[config.mk]
export PLATFORM = sky130hd
export DESIGN_NAME = rtsm_ram
export DESIGN_NICKNAME = d
export VERILOG_FILES = /design/src/rtsm_ram.sv
export SDC_FILE = /design/constraint.sdc
export NUM_CORES = 1
export LEC_CHECK = 0
export BUFFER_PORTS_ARGS = -buffer_cell sky130_fd_sc_hd__buf_4
export CAP_MARGIN = 20
export CELL_PAD_IN_SITES_DETAIL_PLACEMENT = 1
export CELL_PAD_IN_SITES_GLOBAL_PLACEMENT = 2
export CORE_MARGIN = 2
export CORE_UTILIZATION = 51
export CTS_BUF_LIST = sky130_fd_sc_hd__clkbuf_8
export DETAILED_ROUTE_END_ITERATION = 12
export GPL_ROUTABILITY_DRIVEN = 1
export PLACE_DENSITY_LB_ADDON = 0.3
export SYNTH_ARGS = -nofsm -noshare
export SYNTH_HDL_FRONTEND = slang
export SYNTH_SLANG_ARGS = --single-unit
[constraint.sdc]
create_clock -name clk -period 2.35 [get_ports clk]
set_clock_uncertainty 0.1 [all_clocks]
set_input_delay 0.1175 -clock clk [delete_from_list [all_inputs] [get_ports clk]]
set_output_delay 0.1175 -clock clk [all_outputs]
set_load 0.02 [all_outputs]
[src/rtsm_ram.sv]
// ----------------------------------------------------------------------------
// rtsm_ram
// Generic single-port synchronous RAM with registered read data.
// ----------------------------------------------------------------------------
module rtsm_ram #(
	parameter int WIDTH = 8,
	parameter int DEPTH = 16
) (
	input  logic                     clk,
	input  logic                     re,
	input  logic                     we,
	input  logic [$clog2(DEPTH)-1:0] addr,
	input  logic [WIDTH-1:0]         wdata,
	output logic [WIDTH-1:0]         rdata
);

	logic [WIDTH-1:0] mem [DEPTH];

	always_ff @(posedge clk) begin
		if (we) begin
			mem[addr] <= wdata;
		end
		if (re) begin
			rdata <= mem[addr];
		end
	end

endmodule

# Word-level counts from Yosys, hierarchy flattened
# Memory sizes are Yosys's and may differ from the RTL's. A register that Yosys moved wholly into a read port is not among the register bits.
# Cells that the tools add are included.
[word_totals] memories=1 ram_bits=128 input_bits=15 ff_bits=0 output_inout_bits=8
[memory_table] memory="mem" depth=16 width=8 rd=1 rd_ports_with_merged_regs=1 wr=1 line="17" source="logic [WIDTH-1:0] mem [DEPTH];"
[classes] muxes=2
[ops] cell="$mux W1" count=2

# Depth between registers and ports, before layout
[depth] ltp_word=2 mapped_depth=5

# Worst setup path before layout
# OpenSTA, ideal clock, no wires.
[synth_path] path_kind="input -> register" start="input addr[2]" end="memory mem[0][0] (enable)" arrival_ns=1.227 t_required_ns=1.867 path_buffers=0 path_slack_ns=0.639 path_stages=2 cell_sequence="or3b_2 > nor3_1"
[synth_lines] item="start: declaration" line="12" source="input logic [$clog2(DEPTH)-1:0] addr,"
[synth_lines] item="end: declaration" line="17"
# No word-level cell before the write port.

==> impl_metrics.toml <==
[outcome]
run_status = "finished, final reports clean"

[detailed_routing]
drc = 0
vias_per_cell = 5.690
firstDrtPassIters = 4
route.antenna.remaining_nets = 0
routed_wl_um = 10370
avgRoutedWirePerCell_um = 24.01
drtIter0Drc = 198
vias = 2458

[floorplanning]
die_w_um = 104.5
ios = 23
core_um2 = 9774
start_util = 0.5266
die_h_um = 104.5
dieArea_um2 = 10910
row_count = 36

[yosys]
yosysSeqAreaShare = 0.7934
synth_nets = 245
ys.flop_type = "edfxtp_1"
ys_async_sr_fraction = 0
netlist_top_cells_count = "edfxtp_1, mux4_2, a22oi_1"
synth.area.top_cells = "edfxtp_1, mux4_2, a22oi_1"
synth_cells = 230
yosys_warnings = 0
synth_top_area_share = 0.7934
synth-seq-cells = 136
yosysMostFrequentCell = "edfxtp_1"
synth_compound_area_frac = 0.02333
yosysTopAreaCell = "edfxtp_1"
netlist_area_um2 = 5147
synth_top_family_by_area = "multiplexers"
synth_edf_count = 136
synthAdderAreaFrac = 0
yosys.area_share.simple = 0.03160
synth_xor_area_frac = 0
synth_mux_area_frac = 0.1400
synth_cell_types = 17
avgSynthCellArea_um2 = 22.38

[setup_path]
cp-start-kind = "input port"
worstSetupEndpointType = "flip-flop"
crit_type = "input port to flip-flop"
cp.arrival_ns = 1.70
path_max_fanout = 39
cp.required_ns = 2.44

[final_layout]
area_growth_pct = 18.18
finalNonFillerCells = 432
fillers = 836
layout-drive-gt1-share = 0.3344
nets = 302
multi_input_area_um2 = 1003
antenna_cells = 0
seqCellArea_um2 = 4084
fin_util = 0.6224

[sta]
rsz0062_at_grt = "false"
drv_slew = 0
tns_ns = 0
fmax_mhz = 618.6
fin_crit_sh = 0.6878
finalHoldViolCount = 0
slew_headroom = 0.4108
layout_setup_ws_ns = 0.7336
finalCriticalPeriod_ns = 1.616
worstMarginPinSlew_ns = 0.8806
setup_viol = 0

[clocking]
clockRootBuffer = "clkbuf_8"
cts_tree = "yes"
cts_max_level = 4
clk_pin_slew_ns = 0.07
worst_skew_pair.late_latency_ns = 0.44
cts_buffer_depth = 2
clock_sinks = 136
cts_buffers = 17

[global_routing]
grt_pass1_vias = 2628
grt_pass1_wl_um = 15820
antenna_found_initial = 0
overflow = 0
grt_max_degree = 40
grt_usage = 0.2094

[power]
ir_drop_uv = 350.2
p_per_area_nw_per_um2 = 845.2
p_leak_uw = 0.001993

[placed_design]
dp_hpwl_um = 6491
place_inst = 392
port_buffers = 22
pre_cts_slack_ns = 0.2391
gp_congestion = 0.7233

[min_path]
min_path_type = "input port to flip-flop"

[flow_run]
drv_cap = 0
-- what timing repair did --
item / in CTS / in global routing
hold endpoints to repair: 136 / 0
hold buffers: 9 / 0
resized for setup: 0 / 0
buffers inserted: 0 / 0
-- state kept, by name, summed over array words and instances, names as in the netlist --
name and count:
mem 128, rdata 8
-- critical path, stage by stage --
cell and delay (ns):
buf_4 0.54, mux4_2 0.64, a22oi_1 0.28, nand2_1 0.09
-- routing by layer --
layer,track usage,part of all wire,up-vias
li1,-,-,1080
met2,0.3095,0.49,94
met3,0.06391,0.075,14
met4,0.09459,0.022,0
met5,0,0,-
met1,0.2898,0.41,1270
-- power breakdown --
group          internal [uW]  total, uW  switching (uW)  leakage [uW]
Combinational            124        293             170      0.000549
Clock                   1250       2100             859      0.000208
Sequential              2730       2740            14.1       0.00124
-- metrics by stage --
| step | cell area (um^2) | total power, uW | hold slack [ns] |
|---|---|---|---|
| finish | 6083 | 5142 | 0.2022 |
| global route | 6083 | 5290 | 0.2074 |
| detailed placement | 5554 | 3083 | 0.3213 |
| floorplan | 5147 | 2950 | 0.1164 |
| CTS | 6083 | 5184 | 0.1826 |
| global placement | 5547 | 3070 | 0.3164 |
-- path summary, 6_finish.rpt --
kind                  start        end  slack [ns]  cells past startpoint
setup reg to reg  mem[3][5]   rdata[5]        0.73                      3
setup / recovery    addr[0]   rdata[3]        0.73                      4
hold / removal           we  mem[4][0]        0.20                      3
hold reg to reg   mem[8][3]   rdata[3]        0.67                      3
-- placed cells by master (no fill, tap or decap), drive strengths merged, types with 2 or more instances in the layout --
cell	n
a22oi	16
buf	40
bufinv	5
clkbuf	17
clkinv	5
clkinvlp	3
dlygate4sd3	9
edfxtp	136
mux4	32
nand2	9
nand2b	2
nand3b	2
nor2	13
nor2b	2
nor3	4
-- area by class of cell --
cell class	instances	share of cell area
flip-flops and latches	136	0.6713
multi-input cells	83	0.1650
repair buffers	49	0.06417
clock buffers	17	0.03846
well taps	133	0.02736
clock inverters	14	0.03373
-- kinds of logic after synthesis --
family	after synthesis
AND/OR/NAND/NOR	35
AO/OA/AOI/OAI	16
buffers and inverters	11
flip-flops	136
multiplexers	32
Note: power is estimated with default switching activity, not from simulation.
