==> config.mk <==
export PLATFORM = sky130hd
export DESIGN_NAME = rtsm_ctrl
export DESIGN_NICKNAME = d
export VERILOG_FILES = /design/src/rtsm_pkg.sv /design/src/rtsm_ctrl.sv
export SDC_FILE = /design/constraint.sdc
export NUM_CORES = 1
export LEC_CHECK = 0
export ABC_AREA = 1
export BUFFER_PORTS_ARGS = -buffer_cell sky130_fd_sc_hd__buf_4
export CORE_AREA = 2 2 136 138
export DETAILED_ROUTE_END_ITERATION = 7
export DIE_AREA = 0 0 138 140
export PLACE_DENSITY = 0.72
export SLEW_MARGIN = 10
export SYNTH_ARGS = -nofsm -noshare
export SYNTH_HDL_FRONTEND = slang
export SYNTH_SLANG_ARGS = --single-unit
==> constraint.sdc <==
create_clock -name clk -period 7.4 [get_ports clk]
set_clock_uncertainty 0.05 [all_clocks]
set_input_delay 0.74 -clock clk [delete_from_list [all_inputs] [get_ports clk]]
set_output_delay 0.74 -clock clk [all_outputs]
set_load 0.01 [all_outputs]
==> src/rtsm_pkg.sv <==
// ----------------------------------------------------------------------------
// rtsm_pkg
// Shared types, widths and codes for the reverse trie suffix matcher.
// ----------------------------------------------------------------------------
package rtsm_pkg;

	localparam int NODE_COUNT   = 1024;
	localparam int SNIPPET_BITS = 16;

	localparam int IDX_W  = $clog2(NODE_COUNT);
	localparam int FREE_W = $clog2(NODE_COUNT + 1);
	localparam int CHR_W  = 8;
	localparam int ID_W   = 16;
	localparam int ACT_W  = 2;

	localparam logic [FREE_W-1:0] POOL_FULL = FREE_W'(NODE_COUNT);

	localparam logic [ACT_W-1:0] ACT_INSERT = 2'd0;
	localparam logic [ACT_W-1:0] ACT_MATCH  = 2'd1;
	localparam logic [ACT_W-1:0] ACT_CLEAR  = 2'd2;

	typedef enum logic [2:0] {
		ST_INSERTED  = 3'd0,
		ST_OVERWROTE = 3'd1,
		ST_NO_MEMORY = 3'd2,
		ST_MATCHED   = 3'd3,
		ST_NO_MATCH  = 3'd4
	} status_t;

	typedef struct packed {
		logic [CHR_W-1:0]        chr;
		logic [IDX_W-1:0]        child;
		logic                    has_child;
		logic [IDX_W-1:0]        sib;
		logic                    has_sib;
		logic                    has_snip;
		logic [SNIPPET_BITS-1:0] snip;
	} node_t;

	localparam int NODE_W = $bits(node_t);

	typedef struct packed {
		logic              re;
		logic              we;
		logic [IDX_W-1:0]  addr;
		logic [NODE_W-1:0] wdata;
	} mem_req_t;

	typedef struct packed {
		logic            done;
		status_t         status;
		logic [ID_W-1:0] snip;
	} result_t;

	// root reads as empty until its first write after reset or a clear
	function automatic node_t node_view(logic [IDX_W-1:0] addr, logic root_valid,
			logic [NODE_W-1:0] rdata);
		node_t n;
		n = node_t'(rdata);
		if (addr == '0 && !root_valid) begin
			n = '0;
		end
		return n;
	endfunction

endpackage

==> src/rtsm_ctrl.sv <==
// ----------------------------------------------------------------------------
// rtsm_ctrl
// Walk sequencer: reads parent and sibling nodes, allocates and links new
// nodes, attaches snippets and forms the result beat.
// ----------------------------------------------------------------------------
module rtsm_ctrl (
	input  logic                                   clk,
	input  logic                                   arst_n,
	input  logic                                   start,
	output logic                                   busy,
	input  logic [rtsm_pkg::ACT_W-1:0]             action,
	input  logic [rtsm_pkg::CHR_W-1:0]             character,
	input  logic                                   first_char,
	input  logic                                   last_char,
	input  logic [rtsm_pkg::ID_W-1:0]              snippet_id,
	output rtsm_pkg::mem_req_t                     mem_req,
	input  logic [rtsm_pkg::NODE_W-1:0]            mem_rdata,
	output rtsm_pkg::result_t                      result
);

	typedef enum logic [7:0] {
		S_IDLE  = 8'b0000_0001,
		S_BEGIN = 8'b0000_0010,
		S_PAR   = 8'b0000_0100,
		S_SIB   = 8'b0000_1000,
		S_MISS  = 8'b0001_0000,
		S_LINK  = 8'b0010_0000,
		S_END   = 8'b0100_0000,
		S_SNP   = 8'b1000_0000
	} state_t;

	state_t                               state_q;
	logic [rtsm_pkg::ACT_W-1:0]           act_q;
	logic [rtsm_pkg::CHR_W-1:0]           chr_q;
	logic                                 first_q;
	logic                                 last_q;
	logic [rtsm_pkg::SNIPPET_BITS-1:0]    sid_q;
	logic [rtsm_pkg::IDX_W-1:0]           walk_q;
	logic [rtsm_pkg::IDX_W-1:0]           cur_q;
	logic [rtsm_pkg::FREE_W-1:0]          next_free_q;
	logic                                 best_valid_q;
	logic [rtsm_pkg::SNIPPET_BITS-1:0]    best_q;
	logic                                 failed_q;
	logic                                 root_valid_q;
	logic                                 has_last_q;
	rtsm_pkg::node_t                      par_q;
	rtsm_pkg::node_t                      lent_q;
	rtsm_pkg::result_t                    result_q;

	rtsm_pkg::node_t                      par_view;
	rtsm_pkg::node_t                      sib_node;
	rtsm_pkg::node_t                      walk_view;
	rtsm_pkg::node_t                      fresh_node;
	rtsm_pkg::node_t                      link_node;
	logic [rtsm_pkg::IDX_W-1:0]           fresh_idx;
	logic [rtsm_pkg::IDX_W-1:0]           walk_eff;
	logic                                 failed_eff;

	assign busy   = (state_q != S_IDLE);
	assign result = result_q;

	assign par_view  = rtsm_pkg::node_view(walk_q, root_valid_q, mem_rdata);
	assign walk_view = rtsm_pkg::node_view(walk_q, root_valid_q, mem_rdata);
	assign sib_node  = rtsm_pkg::node_t'(mem_rdata);
	assign fresh_idx = next_free_q[rtsm_pkg::IDX_W-1:0];
	assign walk_eff  = first_q ? '0 : walk_q;
	assign failed_eff = first_q ? 1'b0 : failed_q;

	always_comb begin
		fresh_node     = '0;
		fresh_node.chr = chr_q;
		if (has_last_q) begin
			link_node         = lent_q;
			link_node.sib     = fresh_idx;
			link_node.has_sib = 1'b1;
		end else begin
			link_node           = par_q;
			link_node.child     = fresh_idx;
			link_node.has_child = 1'b1;
		end
	end

	// memory port
	always_comb begin
		mem_req = '0;
		case (state_q)
			S_BEGIN: begin
				mem_req.addr = walk_eff;
				mem_req.re   = (act_q == rtsm_pkg::ACT_INSERT || act_q == rtsm_pkg::ACT_MATCH)
					&& !failed_eff;
			end
			S_PAR: begin
				mem_req.addr = par_view.child;
				mem_req.re   = par_view.has_child;
			end
			S_SIB: begin
				mem_req.addr = sib_node.sib;
				mem_req.re   = (sib_node.chr != chr_q) && sib_node.has_sib;
			end
			S_MISS: begin
				mem_req.addr  = fresh_idx;
				mem_req.wdata = fresh_node;
				mem_req.we    = (act_q == rtsm_pkg::ACT_INSERT) && (next_free_q < rtsm_pkg::POOL_FULL);
			end
			S_LINK: begin
				mem_req.addr  = has_last_q ? cur_q : walk_q;
				mem_req.wdata = link_node;
				mem_req.we    = 1'b1;
			end
			S_END: begin
				mem_req.addr = walk_q;
				mem_req.re   = last_q && (act_q == rtsm_pkg::ACT_INSERT) && !failed_q;
			end
			S_SNP: begin
				mem_req.addr  = walk_q;
				mem_req.wdata = {walk_view.chr, walk_view.child, walk_view.has_child,
					walk_view.sib, walk_view.has_sib, 1'b1, sid_q};
				mem_req.we    = 1'b1;
			end
			default: begin
				mem_req = '0;
			end
		endcase
	end

	always_ff @(posedge clk or negedge arst_n) begin
		if (!arst_n) begin
			state_q       <= S_IDLE;
			walk_q        <= '0;
			next_free_q   <= rtsm_pkg::FREE_W'(1);
			best_valid_q  <= 1'b0;
			failed_q      <= 1'b0;
			root_valid_q  <= 1'b0;
			has_last_q    <= 1'b0;
			result_q      <= '0;
		end else begin
			result_q.done <= 1'b0;
			if (mem_req.we && mem_req.addr == '0) begin
				root_valid_q <= 1'b1;
			end
			case (state_q)
				S_IDLE: begin
					if (start) begin
						state_q <= S_BEGIN;
					end
				end
				S_BEGIN: begin
					state_q <= S_IDLE;
					if (act_q == rtsm_pkg::ACT_CLEAR) begin
						next_free_q  <= rtsm_pkg::FREE_W'(1);
						root_valid_q <= 1'b0;
						walk_q       <= '0;
						best_valid_q <= 1'b0;
						failed_q     <= 1'b0;
					end else if (act_q == rtsm_pkg::ACT_INSERT || act_q == rtsm_pkg::ACT_MATCH) begin
						if (first_q) begin
							walk_q       <= '0;
							best_valid_q <= 1'b0;
							failed_q     <= 1'b0;
						end
						state_q <= failed_eff ? S_END : S_PAR;
					end
				end
				S_PAR: begin
					par_q      <= par_view;
					has_last_q <= 1'b0;
					cur_q      <= par_view.child;
					state_q    <= par_view.has_child ? S_SIB : S_MISS;
				end
				S_SIB: begin
					if (sib_node.chr == chr_q) begin
						walk_q <= cur_q;
						if (act_q == rtsm_pkg::ACT_MATCH && sib_node.has_snip) begin
							best_valid_q <= 1'b1;
							best_q       <= sib_node.snip;
						end
						state_q <= S_END;
					end else if (sib_node.has_sib) begin
						cur_q <= sib_node.sib;
					end else begin
						lent_q     <= sib_node;
						has_last_q <= 1'b1;
						state_q    <= S_MISS;
					end
				end
				S_MISS: begin
					if (act_q == rtsm_pkg::ACT_INSERT && next_free_q < rtsm_pkg::POOL_FULL) begin
						state_q <= S_LINK;
					end else begin
						failed_q <= 1'b1;
						state_q  <= S_END;
					end
				end
				S_LINK: begin
					walk_q      <= fresh_idx;
					next_free_q <= next_free_q + rtsm_pkg::FREE_W'(1);
					state_q     <= S_END;
				end
				S_END: begin
					state_q <= S_IDLE;
					if (last_q) begin
						if (act_q == rtsm_pkg::ACT_INSERT && !failed_q) begin
							state_q <= S_SNP;
						end else begin
							result_q.done <= 1'b1;
							if (act_q == rtsm_pkg::ACT_INSERT) begin
								result_q.status <= rtsm_pkg::ST_NO_MEMORY;
								result_q.snip   <= '0;
							end else if (best_valid_q) begin
								result_q.status <= rtsm_pkg::ST_MATCHED;
								result_q.snip   <= rtsm_pkg::ID_W'(best_q);
							end else begin
								result_q.status <= rtsm_pkg::ST_NO_MATCH;
								result_q.snip   <= '0;
							end
							walk_q       <= '0;
							best_valid_q <= 1'b0;
							failed_q     <= 1'b0;
						end
					end
				end
				S_SNP: begin
					result_q.done   <= 1'b1;
					result_q.status <= walk_view.has_snip ? rtsm_pkg::ST_OVERWROTE
						: rtsm_pkg::ST_INSERTED;
					result_q.snip   <= '0;
					walk_q          <= '0;
					best_valid_q    <= 1'b0;
					failed_q        <= 1'b0;
					state_q         <= S_IDLE;
				end
				default: begin
					state_q <= S_IDLE;
				end
			endcase
		end
	end

	// command beat capture
	always_ff @(posedge clk) begin
		if (state_q == S_IDLE && start) begin
			act_q   <= action;
			chr_q   <= character;
			first_q <= first_char;
			last_q  <= last_char;
			sid_q   <= snippet_id[rtsm_pkg::SNIPPET_BITS-1:0];
		end
	end

endmodule

# Word-level counts from Yosys, hierarchy flattened
# Index checks and enable logic that the tools add are counted.
[word_totals] inputBits=78 out_inout_bits=80 ramBits=0 latchBits=0 memories=0 wordCells=148 rom_bits=0 ff_bits=179
[op_classes] add_sub_neg=1 n_bitwise=2 n_lt_le_gt_ge=1 eq_ne=26 div=0 multipliers=0 n_mux=55 n_shift=0 reduce_logical=36
[ops] op="47-bit case mux with 3 select lines" n=1
[ops] op="47-bit 2-to-1 mux" n=2
[ops] op="10-bit 2-to-1 mux" n=9
[ops] op="10-bit case mux with 6 select lines" n=1
[ops] op="8-bit case mux with 7 select lines" n=1
[ops] op="10-bit case mux with 5 select lines" n=1
[ops] op="20-bit 2-to-1 mux" n=2
[ops] op="8-bit 2-to-1 mux" n=5
[ops] op="20-bit case mux with 2 select lines" n=1
[ops] op="19-bit 2-to-1 mux" n=2
[ops] op="7-bit 2-to-1 mux" n=4
[ops] op="11-bit case mux with 2 select lines" n=1
[ops] op="10-bit logical NOT" n=2
[ops] op="2-bit inequality test (second input constant)" n=10
[ops] op="10-bit case mux with 2 select lines" n=1
[ops] op="1-bit 2-to-1 mux" n=17
[ops] op="1-bit case mux with 4 select lines" n=3
[ops] op="4-bit AND reduction" n=3
[ops] op="11-bit by 1-bit adder with 11-bit output (second input constant)" n=1
[ops] op="11-bit < comparator (second input constant)" n=1
[ops] op="11-bit 2-to-1 mux" n=1
[ops] op="1-bit logical AND" n=10
[ops] op="5-bit AND reduction" n=2
[ops] op="3-bit inequality test (second input constant)" n=3
[ops] op="other kinds (26)" n=37

# Longest topological paths before layout
# Gate-level depths: netlist of run 1.
[depth] ltp_word=9 depth_mapped=13 mapped_depth_nobuf=13

# Worst setup path before layout of run 1
# OpenSTA, ideal clock, no wires.
[synth_path] path_type="input to register" start="input port mem_rdata[46] (netlist name)" end="register lent_q[0] (netlist name), enable pin" required_time_ps=6830 n_path_buf=0 setup_ps=520 slack_ps=2225 path_stages=5 arrival_ps=4605 cell_sequence="xor2_1 nor2_1 nand4_1 inv_1 nor4_1"
[synth_between] elab_chain_cells=3
[synth_lines] item="start: declaration" line_no="rtsm_ctrl.sv:17" text="input logic [rtsm_pkg::NODE_W-1:0] mem_rdata,"
[synth_lines] item="8-bit equality test" line_no="rtsm_ctrl.sv:171" text="if (sib_node.chr == chr_q) begin"
[synth_lines] item="1-bit inverter (no line)"
[synth_lines] item="4-bit AND reduction (no line)"
[synth_lines] item="end signal: assignment" line_no="rtsm_ctrl.sv:181" text="lent_q <= sib_node;"
[synth_lines] item="end: declaration" line_no="rtsm_ctrl.sv:47" text="rtsm_pkg::node_t lent_q;"
# Every way passes these cells.
# A chain may end at the register's enable or synchronous reset.

==> impl_metrics.tcl, run 1 <==
set metrics [dict create \
    arrival_ps 3040 \
    routedWlPerCell_um 18.1 \
    async_reset_ff_frac 0.296 \
    fin_setup_tns_ps 0 \
    io_buffers 157 \
    tightest_slew_ps 1180 \
    core_sq_um 17800 \
    drive_above_1_share 0.201 \
    min_period_over_period 0.517 \
    hold_viol 0 \
    cts_num_sinks 179 \
    p_leak_nw 4.99 \
    ys_warn_count 0 \
    hold_buffers 0 \
    h-tree-depth 4 \
    clk_path_buf_depth 2 \
    slowest_delay_ps 440 \
    drcViolationCount 0 \
    grt_max_degree 76 \
    clk_latency_ps 430 \
    fmax_ghz 0.261 \
    design_area_sq_um 10800 \
    multi_input_area_sq_um 2980 \
    critPathSlowestCell "inv_1" \
    ys_seq_area_frac 0.583 \
    first_pass_iters 7 \
    ys_seq_elements 179 \
    fillers 1523 \
    synth_nets 1060 \
    ir_drop_uv 244 \
    io_pins 158 \
    grt_pass1_vias 7295 \
    grt.met2_usage 0.402 \
    stdcell_count 1367 \
    die_y_um 140 \
    hp-class "in2async" \
    grt_pass1_wl_um 39200 \
    viasPerCell 5.47 \
    cts-resized-gates 0 \
    std_cell_rows 49 \
    routed_wl_um 24800 \
    layout_common_cells "242 x nand2_1, 166 x buf_4, 126 x edfxtp_1, 124 x inv_1, 107 x nor2_1" \
    slew_violations 0 \
    ys.flop_type "edfxtp_1" \
    status "finished clean" \
    grt_use_total 0.260 \
    endpoint_kind "primary output" \
    power_mw 2.69 \
    path_class "reg2out" \
    period_needed_ps 3830 \
    relSlewSlack 0.213 \
    register_area_sq_um 5110 \
    final_antenna_net_count 0 \
    drtIter0Drc 859 \
    placed_cell_area_sq_um 10100 \
    reg2regPathDepth 12 \
    finalSetupViolations 0 \
    dp_hpwl_um 16900 \
    worstSetupStartpointType "flop" \
    path_cells "nor2_1 > nand2_1 > inv_2 > nand2_1 > inv_1 > buf_4 > nor2_1 > a31oi_1 > buf_4" \
    place_congestion 0.927 \
    powerDensity_nw_per_um2 250 \
    syn_area_sq_um 8770 \
    area_growth_pct 22.6 \
    initial_core_util 0.493 \
    synthDistinctLibCells 44 \
    avgSynthCellArea_sq_um 8.94 \
    rsz0062_at_grt "no" \
    grt_use_met3 0.0598 \
    holdWs_ps 314 \
    final_common_cell "nand2_1" \
    grt_busiest_layer "met2" \
    overflow 0 \
    path_clk_slew_ps 70 \
    numCtsBuffers 17 \
    critPathBufInv 4 \
    antenna_cells 0 \
    grtUsageMet1 0.361 \
    cp_max_fo 30 \
    syn_inst 981 \
    vias 7483 \
    post_cts_buffers 0 \
    worst-path-stages 9 \
    cp.required_ps 6610 \
    maxCapViolCount 0 \
    die_x_um 138 \
    finalNetCount 1204 \
    cts-root-buf "clkbuf_16" \
    cts_tree "done" \
    dp.cells 1335 \
    crit_family "buffers and inverters" \
    dieArea_sq_um 19300 \
    antenna_found_initial 0 \
    synth-edff-count 126 \
]
==> path summary, 6_finish.rpt <==
kind	slack, ps	start	to
worst max-delay path	3570	state_q[1]$_DFFE_PN0P_	mem_req[16]
worst min-delay path	310	arst_n	result[13]$_DFFE_PN0P_
worst max register to register	4300	state_q[1]$_DFFE_PN0P_	root_valid_q$_DFF_PN0_
worst min register to register	430	result[2]$_DFFE_PN0P_	result[2]$_DFFE_PN0P_
max in group asynchronous	6440	arst_n	has_last_q$_DFFE_PN0P_
min in group clk	430	character[4]	chr_q[4]$_DFFE_PP_
==> through the flow <==
| stage | utilization | worst slack [ps] |
|---|---|---|
| finish | 0.605 | 3570 |
| global route | 0.605 | 3370 |
| CTS | 0.605 | 3610 |
| detailed placement | 0.570 | 4050 |
| global placement | 0.570 | 4120 |
| floorplan | - | 2230 |
==> cells in the mapped netlist, types with 3 or more instances <==
| cell | n | area share |
|---|---|---|
| a21o_1 | 16 | 0.014 |
| a21oi_1 | 28 | 0.016 |
| buf_1 | 4 | 0.0017 |
| buf_2 | 13 | 0.0074 |
| clkbuf_1 | 20 | 0.0086 |
| dfrtp_1 | 51 | 0.15 |
| edfxtp_1 | 126 | 0.43 |
| inv_1 | 124 | 0.053 |
| inv_2 | 7 | 0.0030 |
| nand2_1 | 242 | 0.10 |
| nand2_2 | 6 | 0.0043 |
| nand3_1 | 77 | 0.044 |
| nand3b_1 | 7 | 0.0060 |
| nand4_1 | 4 | 0.0029 |
| nor2_1 | 109 | 0.047 |
| nor2_2 | 4 | 0.0029 |
| nor3_1 | 7 | 0.0040 |
| nor3b_1 | 3 | 0.0026 |
| nor4_1 | 5 | 0.0036 |
| o211ai_1 | 4 | 0.0034 |
| o21ai_0 | 61 | 0.035 |
| o21ai_1 | 12 | 0.0068 |
| o22ai_1 | 7 | 0.0050 |
| o311ai_0 | 8 | 0.0080 |
| xor2_1 | 9 | 0.0090 |
==> worst reg2reg max path, cell delays in order, from the launching register on <==
cell     delay, ps
dfrtp_1        400
nor2_1         160
nand2_1         90
inv_2          210
nand2_1        430
inv_1          440
buf_4          420
nor2_1         170
nand2_1        170
nand4_1        160
nor2_1         140
nand3_1         80
a21oi_1        130
==> report_power, final <==
| group | leakage, nW | switching [mW] | total, mW | internal (mW) |
|---|---|---|---|---|
| clock | 0.306 | 0.387 | 0.947 | 0.560 |
| combinational | 2.82 | 0.406 | 0.544 | 0.138 |
| sequential | 1.87 | 0.0309 | 1.20 | 1.17 |
==> registers in the layout, summed over array words and instances, names as in the netlist, 8 cells and up <==
name / count
chr_q: 8
state_q: 8
walk_q: 10
par_q: 36
next_free_q: 11
cur_q: 10
best_q: 16
sid_q: 16
lent_q: 36
result: 20
==> layout make-up <==
cell class,instances,share of cell area
sequential,179,0.476
multi-input combinational,627,0.277
timing repair buffer,166,0.116
clock buffer,23,0.0475
inverter,134,0.0470
tap,229,0.0266
clock inverter,9,0.0107
==> cell families after synthesis <==
| logic type | Yosys count | share of synthesized area |
|---|---|---|
| xor gates and xnor gates | 9 | 0.00899 |
| DFF | 179 | 0.583 |
| adders and majority gates | 1 | 0.00143 |
| AOI/OAI and AO/OA | 143 | 0.0945 |
| buffers and inverters | 175 | 0.0801 |
| and+or+nand+nor | 474 | 0.232 |
==> routing by layer <==
metal	vias to the layer above	part of all wire
met4	0	0.023
li1	3531	-
met2	366	0.46
met5	-	0
met3	38	0.084
met1	3548	0.43
No activity file was read; power rests on OpenSTA's default activity.
==> inputs of run 2 (changes only) <==
- clock period: 7.4 -> 3.8 ns (I/O delays scaled with it)
==> run 2 against run 1 <==
Worst hold slack worse by 250 ps. Global-route usage up 0.092 points. Die area unchanged. Critical path depth up 1. Combinational power up 93%. Total power up 90%. Register-to-register slack worse by 3300 ps. Via count down 1.5%. Non-clock buffer count up 5. Critical endpoint is now mem_req[54]. Largest cell class unchanged.
==> impl_metrics.tcl, run 2 (synthesis gave the netlist of run 1 again) <==
set metrics [dict create \
    status "finished clean" \
    finalSetupViolations 0 \
    clk_latency_ps 440 \
    cts-root-buf "clkbuf_16" \
    cts-resized-gates 0 \
    io_pins 158 \
    cp_max_fo 13 \
    io_buffers 157 \
    place_congestion 0.943 \
    grt_pass1_wl_um 39000 \
    routedWlPerCell_um 18.3 \
    hold-path-endpoint "chr_q[2]$_DFFE_PP_" \
    drtIter0Drc 792 \
    p_leak_nw 5.00 \
    initial_core_util 0.493 \
    grt_use_total 0.261 \
    critPathSlowestCell "nand2_1" \
    grt_max_degree 76 \
    hold_depth 1 \
    final_antenna_net_count 0 \
    clk_path_buf_depth 2 \
    reg2regPathDepth 6 \
    die_y_um 140 \
    crit_top_cell "nand2_1" \
    relSlewSlack 0.361 \
    period_needed_ps 3330 \
    hold_buffers 0 \
    powerDensity_nw_per_um2 476 \
    drcViolationCount 0 \
    final_common_cell "nand2_1" \
    grt_pass1_vias 7116 \
    antenna_cells 0 \
    design_area_sq_um 10800 \
    drive_above_1_share 0.205 \
    tightest_slew_ps 951 \
    dp_hpwl_um 17900 \
    finalNetCount 1209 \
    first_pass_iters 5 \
    slew_violations 0 \
    reg2reg_slack_ps 1000 \
    power_mw 5.12 \
    reg2reg_to "lent_q[1]$_DFFE_PP_" \
    std_cell_rows 49 \
    area_growth_pct 22.7 \
    core_sq_um 17800 \
    path_clk_slew_ps 70 \
    overflow 0 \
    post_cts_buffers 0 \
    min_period_over_period 0.876 \
    path_class "reg2out" \
    layout_common_cells "242 x nand2_1, 170 x buf_4, 126 x edfxtp_1, 124 x inv_1, 107 x nor2_1" \
    worstSetupStartpointType "flop" \
    path_cells "nor2_1 > nand2_1 > inv_2 > nand2_1 > nand2_1 > inv_1 > nand2_1 > nand2_1 > nand3_1 > buf_4" \
    die_x_um 138 \
    hold_viol 0 \
    endpoint_kind "primary output" \
    arrival_ps 2900 \
    rsz0062_at_grt "no" \
    fin_setup_tns_ps 0 \
    viasPerCell 5.38 \
    numCtsBuffers 17 \
    ir_drop_uv 377 \
    placed_cell_area_sq_um 10200 \
    holdWs_ps 61.0 \
    antenna_found_initial 0 \
    routed_wl_um 25100 \
    slowest_delay_ps 540 \
    vias 7374 \
    h-tree-depth 4 \
    dieArea_sq_um 19300 \
    cts_tree "done" \
    maxCapViolCount 0 \
    cts_num_sinks 179 \
    min_from "character[2]" \
    r2r_start "state_q[7]$_DFFE_PN0P_" \
    cp.required_ps 3370 \
    fmax_ghz 0.300 \
    hp-class "in2reg" \
]
-- run 2: cell count changes in the layout (fill, tap and decap cells not counted), sizes merged --
cell and delta:
buf +5, clkinv -2, clkbuf -5, inv +7
bufinv -1
-- run 2: worst max path at each step --
stage | start | to | slack [ps]
after detailed placement | state_q[1]$_DFFE_PN0P_ | mem_req[54] | 1020
after CTS | state_q[1]$_DFFE_PN0P_ | mem_req[54] | 550
after global routing | state_q[1]$_DFFE_PN0P_ | mem_req[54] | 220
final | state_q[1]$_DFFE_PN0P_ | mem_req[54] | 470
after floorplan | state_q[2]$_DFFE_PN0P_ | lent_q[0]$_DFFE_PP_ | 240
after global placement | state_q[0]$_DFFE_PN1P_ | mem_req[54] | 1020
-- run 2: final cells by class --
cell class | instances | area (sq um)
sequential | 179 | 5110
clock buffer | 18 | 429
fill | 1542 | 7020
inverter | 134 | 505
clock inverter | 13 | 143
multi-input combinational | 627 | 2990
timing repair buffer | 171 | 1300
tap | 229 | 287
-- run 2: worst max-delay path: cells and delay by family, from the launching register on --
| kind | cells | cell delay, ps |
|---|---|---|
| buffers and inverters | 3 | 540 |
| and+or+nand+nor | 7 | 1520 |
| DFF | 1 | 400 |
-- run 2: layer usage --
| metal | up-vias | global-route usage | part of all wire |
|---|---|---|---|
| li1 | 3525 | - | - |
| met1 | 3422 | 0.366 | 0.43 |
| met2 | 385 | 0.404 | 0.45 |
| met3 | 42 | 0.0694 | 0.094 |
| met4 | 0 | 0.0720 | 0.017 |
| met5 | - | 0 | 0 |
-- run 2: metrics by stage --
stage / std cells / worst slack, ps / util
after global routing: 1371 / 217 / 0.605
after CTS: 1371 / 545 / 0.605
final: 1371 / 470 / 0.605
after detailed placement: 1340 / 1020 / 0.573
after global placement: 1340 / 1020 / 0.573
after floorplan: 981 / 240 / -
-- run 2: where the power goes --
part           leakage (nW)  internal (mW)  total (mW)  switching (mW)
clock                 0.280          0.927        1.73           0.804
combinational          2.84          0.284        1.05           0.771
sequential             1.87           2.28        2.34          0.0600
==> inputs of run 3 (changes only) <==
- ABC_AREA: 1 -> unset
- CORE_AREA: 2 2 136 138 -> 2 2 131 133
- DIE_AREA: 0 0 138 140 -> 0 0 133 135
- PLACE_DENSITY: 0.72 -> 0.73
==> run 3 against run 2 <==
Global-route usage grew 0.89 points. Wire length shrank 4.9%. First-iteration DRC count shrank 6.2%. Largest cell class unchanged. Largest power group unchanged.
==> impl_metrics.tcl, run 3 <==
set metrics [dict create \
    status "finished clean" \
    cts-resized-gates 0 \
    overflow 0 \
    ys.flop_type "edfxtp_1" \
    routedWlPerCell_um 22.5 \
    power_mw 5.25 \
    hold_viol 0 \
    seqPwrFrac 0.456 \
    core_sq_um 16400 \
    critPathSlowestCell "nor4_2" \
    p_comb_frac 0.211 \
    hold-path-endpoint "sid_q[0]$_DFFE_PP_" \
    dieArea_sq_um 18000 \
    syn_inst 673 \
    hp-class "in2reg" \
    cp.required_ps 3370 \
    std_cell_rows 47 \
    path_cells "nor4_2 > nand2_1 > o211ai_1 > a221oi_1 > nand2_1 > buf_4" \
    maxCapViolCount 0 \
    drtIter0Drc 743 \
    h-tree-depth 4 \
    finalNetCount 905 \
    avgSynthCellArea_sq_um 12.2 \
    ys_seq_elements 179 \
    worst-path-stages 6 \
    reg2reg_slack_ps 750 \
    r2r_start "walk_q[5]$_DFFE_PN0P_" \
    fin_util 0.623 \
    dp_hpwl_um 16600 \
    syn_area_sq_um 8190 \
    synth_nets 752 \
    ys_warn_count 0 \
    grt_pass1_vias 6462 \
    ys_top_cells_by_area "edfxtp_1 46%, dfrtp_1 16%, mux2i_1 4.6%, a22o_1 4.4%, nand2_1 3.9%" \
    crit_top_cell "nand2_1" \
    grt_max_degree 58 \
    grt_pass1_wl_um 36600 \
    cts_num_sinks 179 \
    layout_common_cells "178 x buf_4, 126 x edfxtp_1, 85 x nand2_1, 57 x o21ai_0, 50 x dfrtp_1" \
    min_from "snippet_id[0]" \
    endpoint_kind "primary output" \
    period_needed_ps 3400 \
    async_reset_ff_frac 0.296 \
    initial_core_util 0.499 \
    io_buffers 157 \
    post_cts_buffers 0 \
    area_growth_pct 24.7 \
    min_period_over_period 0.896 \
    placed_cell_area_sq_um 9640 \
    critPathBufInv 1 \
    cts_tree "done" \
    ys_seq_area_frac 0.624 \
    fmax_ghz 0.294 \
    drcViolationCount 0 \
    reg2reg_to "root_valid_q$_DFF_PN0_" \
    reg2regPathDepth 8 \
    first_pass_iters 5 \
    antenna_found_initial 0 \
    die_x_um 133 \
    clk_latency_ps 420 \
    final_antenna_net_count 0 \
    yosys.area.top_type "edfxtp_1" \
    place_congestion 0.970 \
    finalSetupViolations 0 \
    design_area_sq_um 10200 \
    numCtsBuffers 17 \
    routed_wl_um 23800 \
    power.internal_mw 3.70 \
    rsz0062_at_grt "no" \
    path_clk_slew_ps 70 \
    antenna_cells 0 \
    switching_share 0.295 \
    p_leak_nw 4.28 \
    die_y_um 135 \
    worstSetupStartpointType "flop" \
    synth-edff-count 126 \
    p_switching_mw 1.55 \
    crit_family "simple AND/OR/NAND/NOR gates" \
    drive_above_1_share 0.267 \
    synth_common_cells "126 x edfxtp_1, 85 x nand2_1, 57 x o21ai_0" \
    hold_depth 1 \
    final_common_cell "buf_4" \
    clockPowerShare 0.332 \
    vias 6503 \
    grt_use_total 0.270 \
    powerDensity_nw_per_um2 514 \
    ir_drop_uv 369 \
    tightest_slew_ps 1100 \
    synthDistinctLibCells 57 \
    relSlewSlack 0.267 \
    hold_buffers 0 \
    cp_max_fo 11 \
    cts-root-buf "clkbuf_16" \
    clk_path_buf_depth 2 \
    yosys.area.top_type_share 0.462 \
    synth_most_common_cell "edfxtp_1" \
    slowest_delay_ps 710 \
    slew_violations 0 \
    path_class "reg2out" \
    io_pins 158 \
    viasPerCell 6.14 \
    arrival_ps 2970 \
    fin_setup_tns_ps 0 \
]
run 3: power groups by stage:
stage,clock [mW],combinational [mW],sequential (mW)
6_report,1.75,1.11,2.39
5_1_grt,1.84,1.19,2.40
4_1_cts,1.77,1.10,2.39
3_3_place_gp,0,1.07,2.42
2_1_floorplan,0,0.731,2.38
3_5_place_dp,0,1.09,2.43
run 3: worst register-to-register path: stages (launching register included):
cell and delay (ps):
dfrtp_1 420, nor4_1 470, nand3_1 170, buf_4 250
buf_4 260, and3_1 220, a2111o_1 330, or4bb_1 530
o32ai_2 260
run 3: kinds of logic after synthesis:
logic type	after synthesis	share of synthesized area
simple gates	240	0.156
flops	179	0.624
compound gates	148	0.129
buf+inv	52	0.0270
mux	38	0.0464
xor+xnor	15	0.0160
fa+ha+maj	1	0.00153
run 3: metrics by stage:
step / setup WS [ps] / cells / hold WS [ps]
2_1_floorplan: 799 / 673 / 34.4
3_3_place_gp: 889 / 1027 / 397
3_5_place_dp: 768 / 1027 / 400
4_1_cts: 522 / 1059 / 57.4
5_1_grt: 197 / 1059 / 63.1
6_report: 396 / 1059 / 72.4
run 3: how the worst max path moves through the flow:
stage | slack [ps] | endpoint | startpoint
2_1_floorplan | 800 | lent_q[0]$_DFFE_PP_ | state_q[1]$_DFFE_PN0P_
3_3_place_gp | 890 | root_valid_q$_DFF_PN0_ | walk_q[7]$_DFFE_PN0P_
3_5_place_dp | 770 | root_valid_q$_DFF_PN0_ | walk_q[7]$_DFFE_PN0P_
4_1_cts | 520 | mem_req[52] | state_q[6]$_DFFE_PN0P_
5_1_grt | 200 | mem_req[52] | state_q[6]$_DFFE_PN0P_
6_report | 400 | mem_req[52] | state_q[6]$_DFFE_PN0P_
run 3: per-layer routing:
metal	global-route usage	wire length, um	vias to the layer above
li1	-	-	2832
met3	0.0612	2250	66
met4	0.109	709	0
met1	0.361	9580	3162
met5	0	0	-
met2	0.430	11300	443
run 3: area by class of cell:
type                       instances  area [sq um]
inverter                           7          26.3
sequential                       179          5110
multi-input combinational        442          2870
fill                            1255          6190
clock inverter                    12           144
tap                              220           275
timing repair buffer             179          1360
clock buffer                      20           437
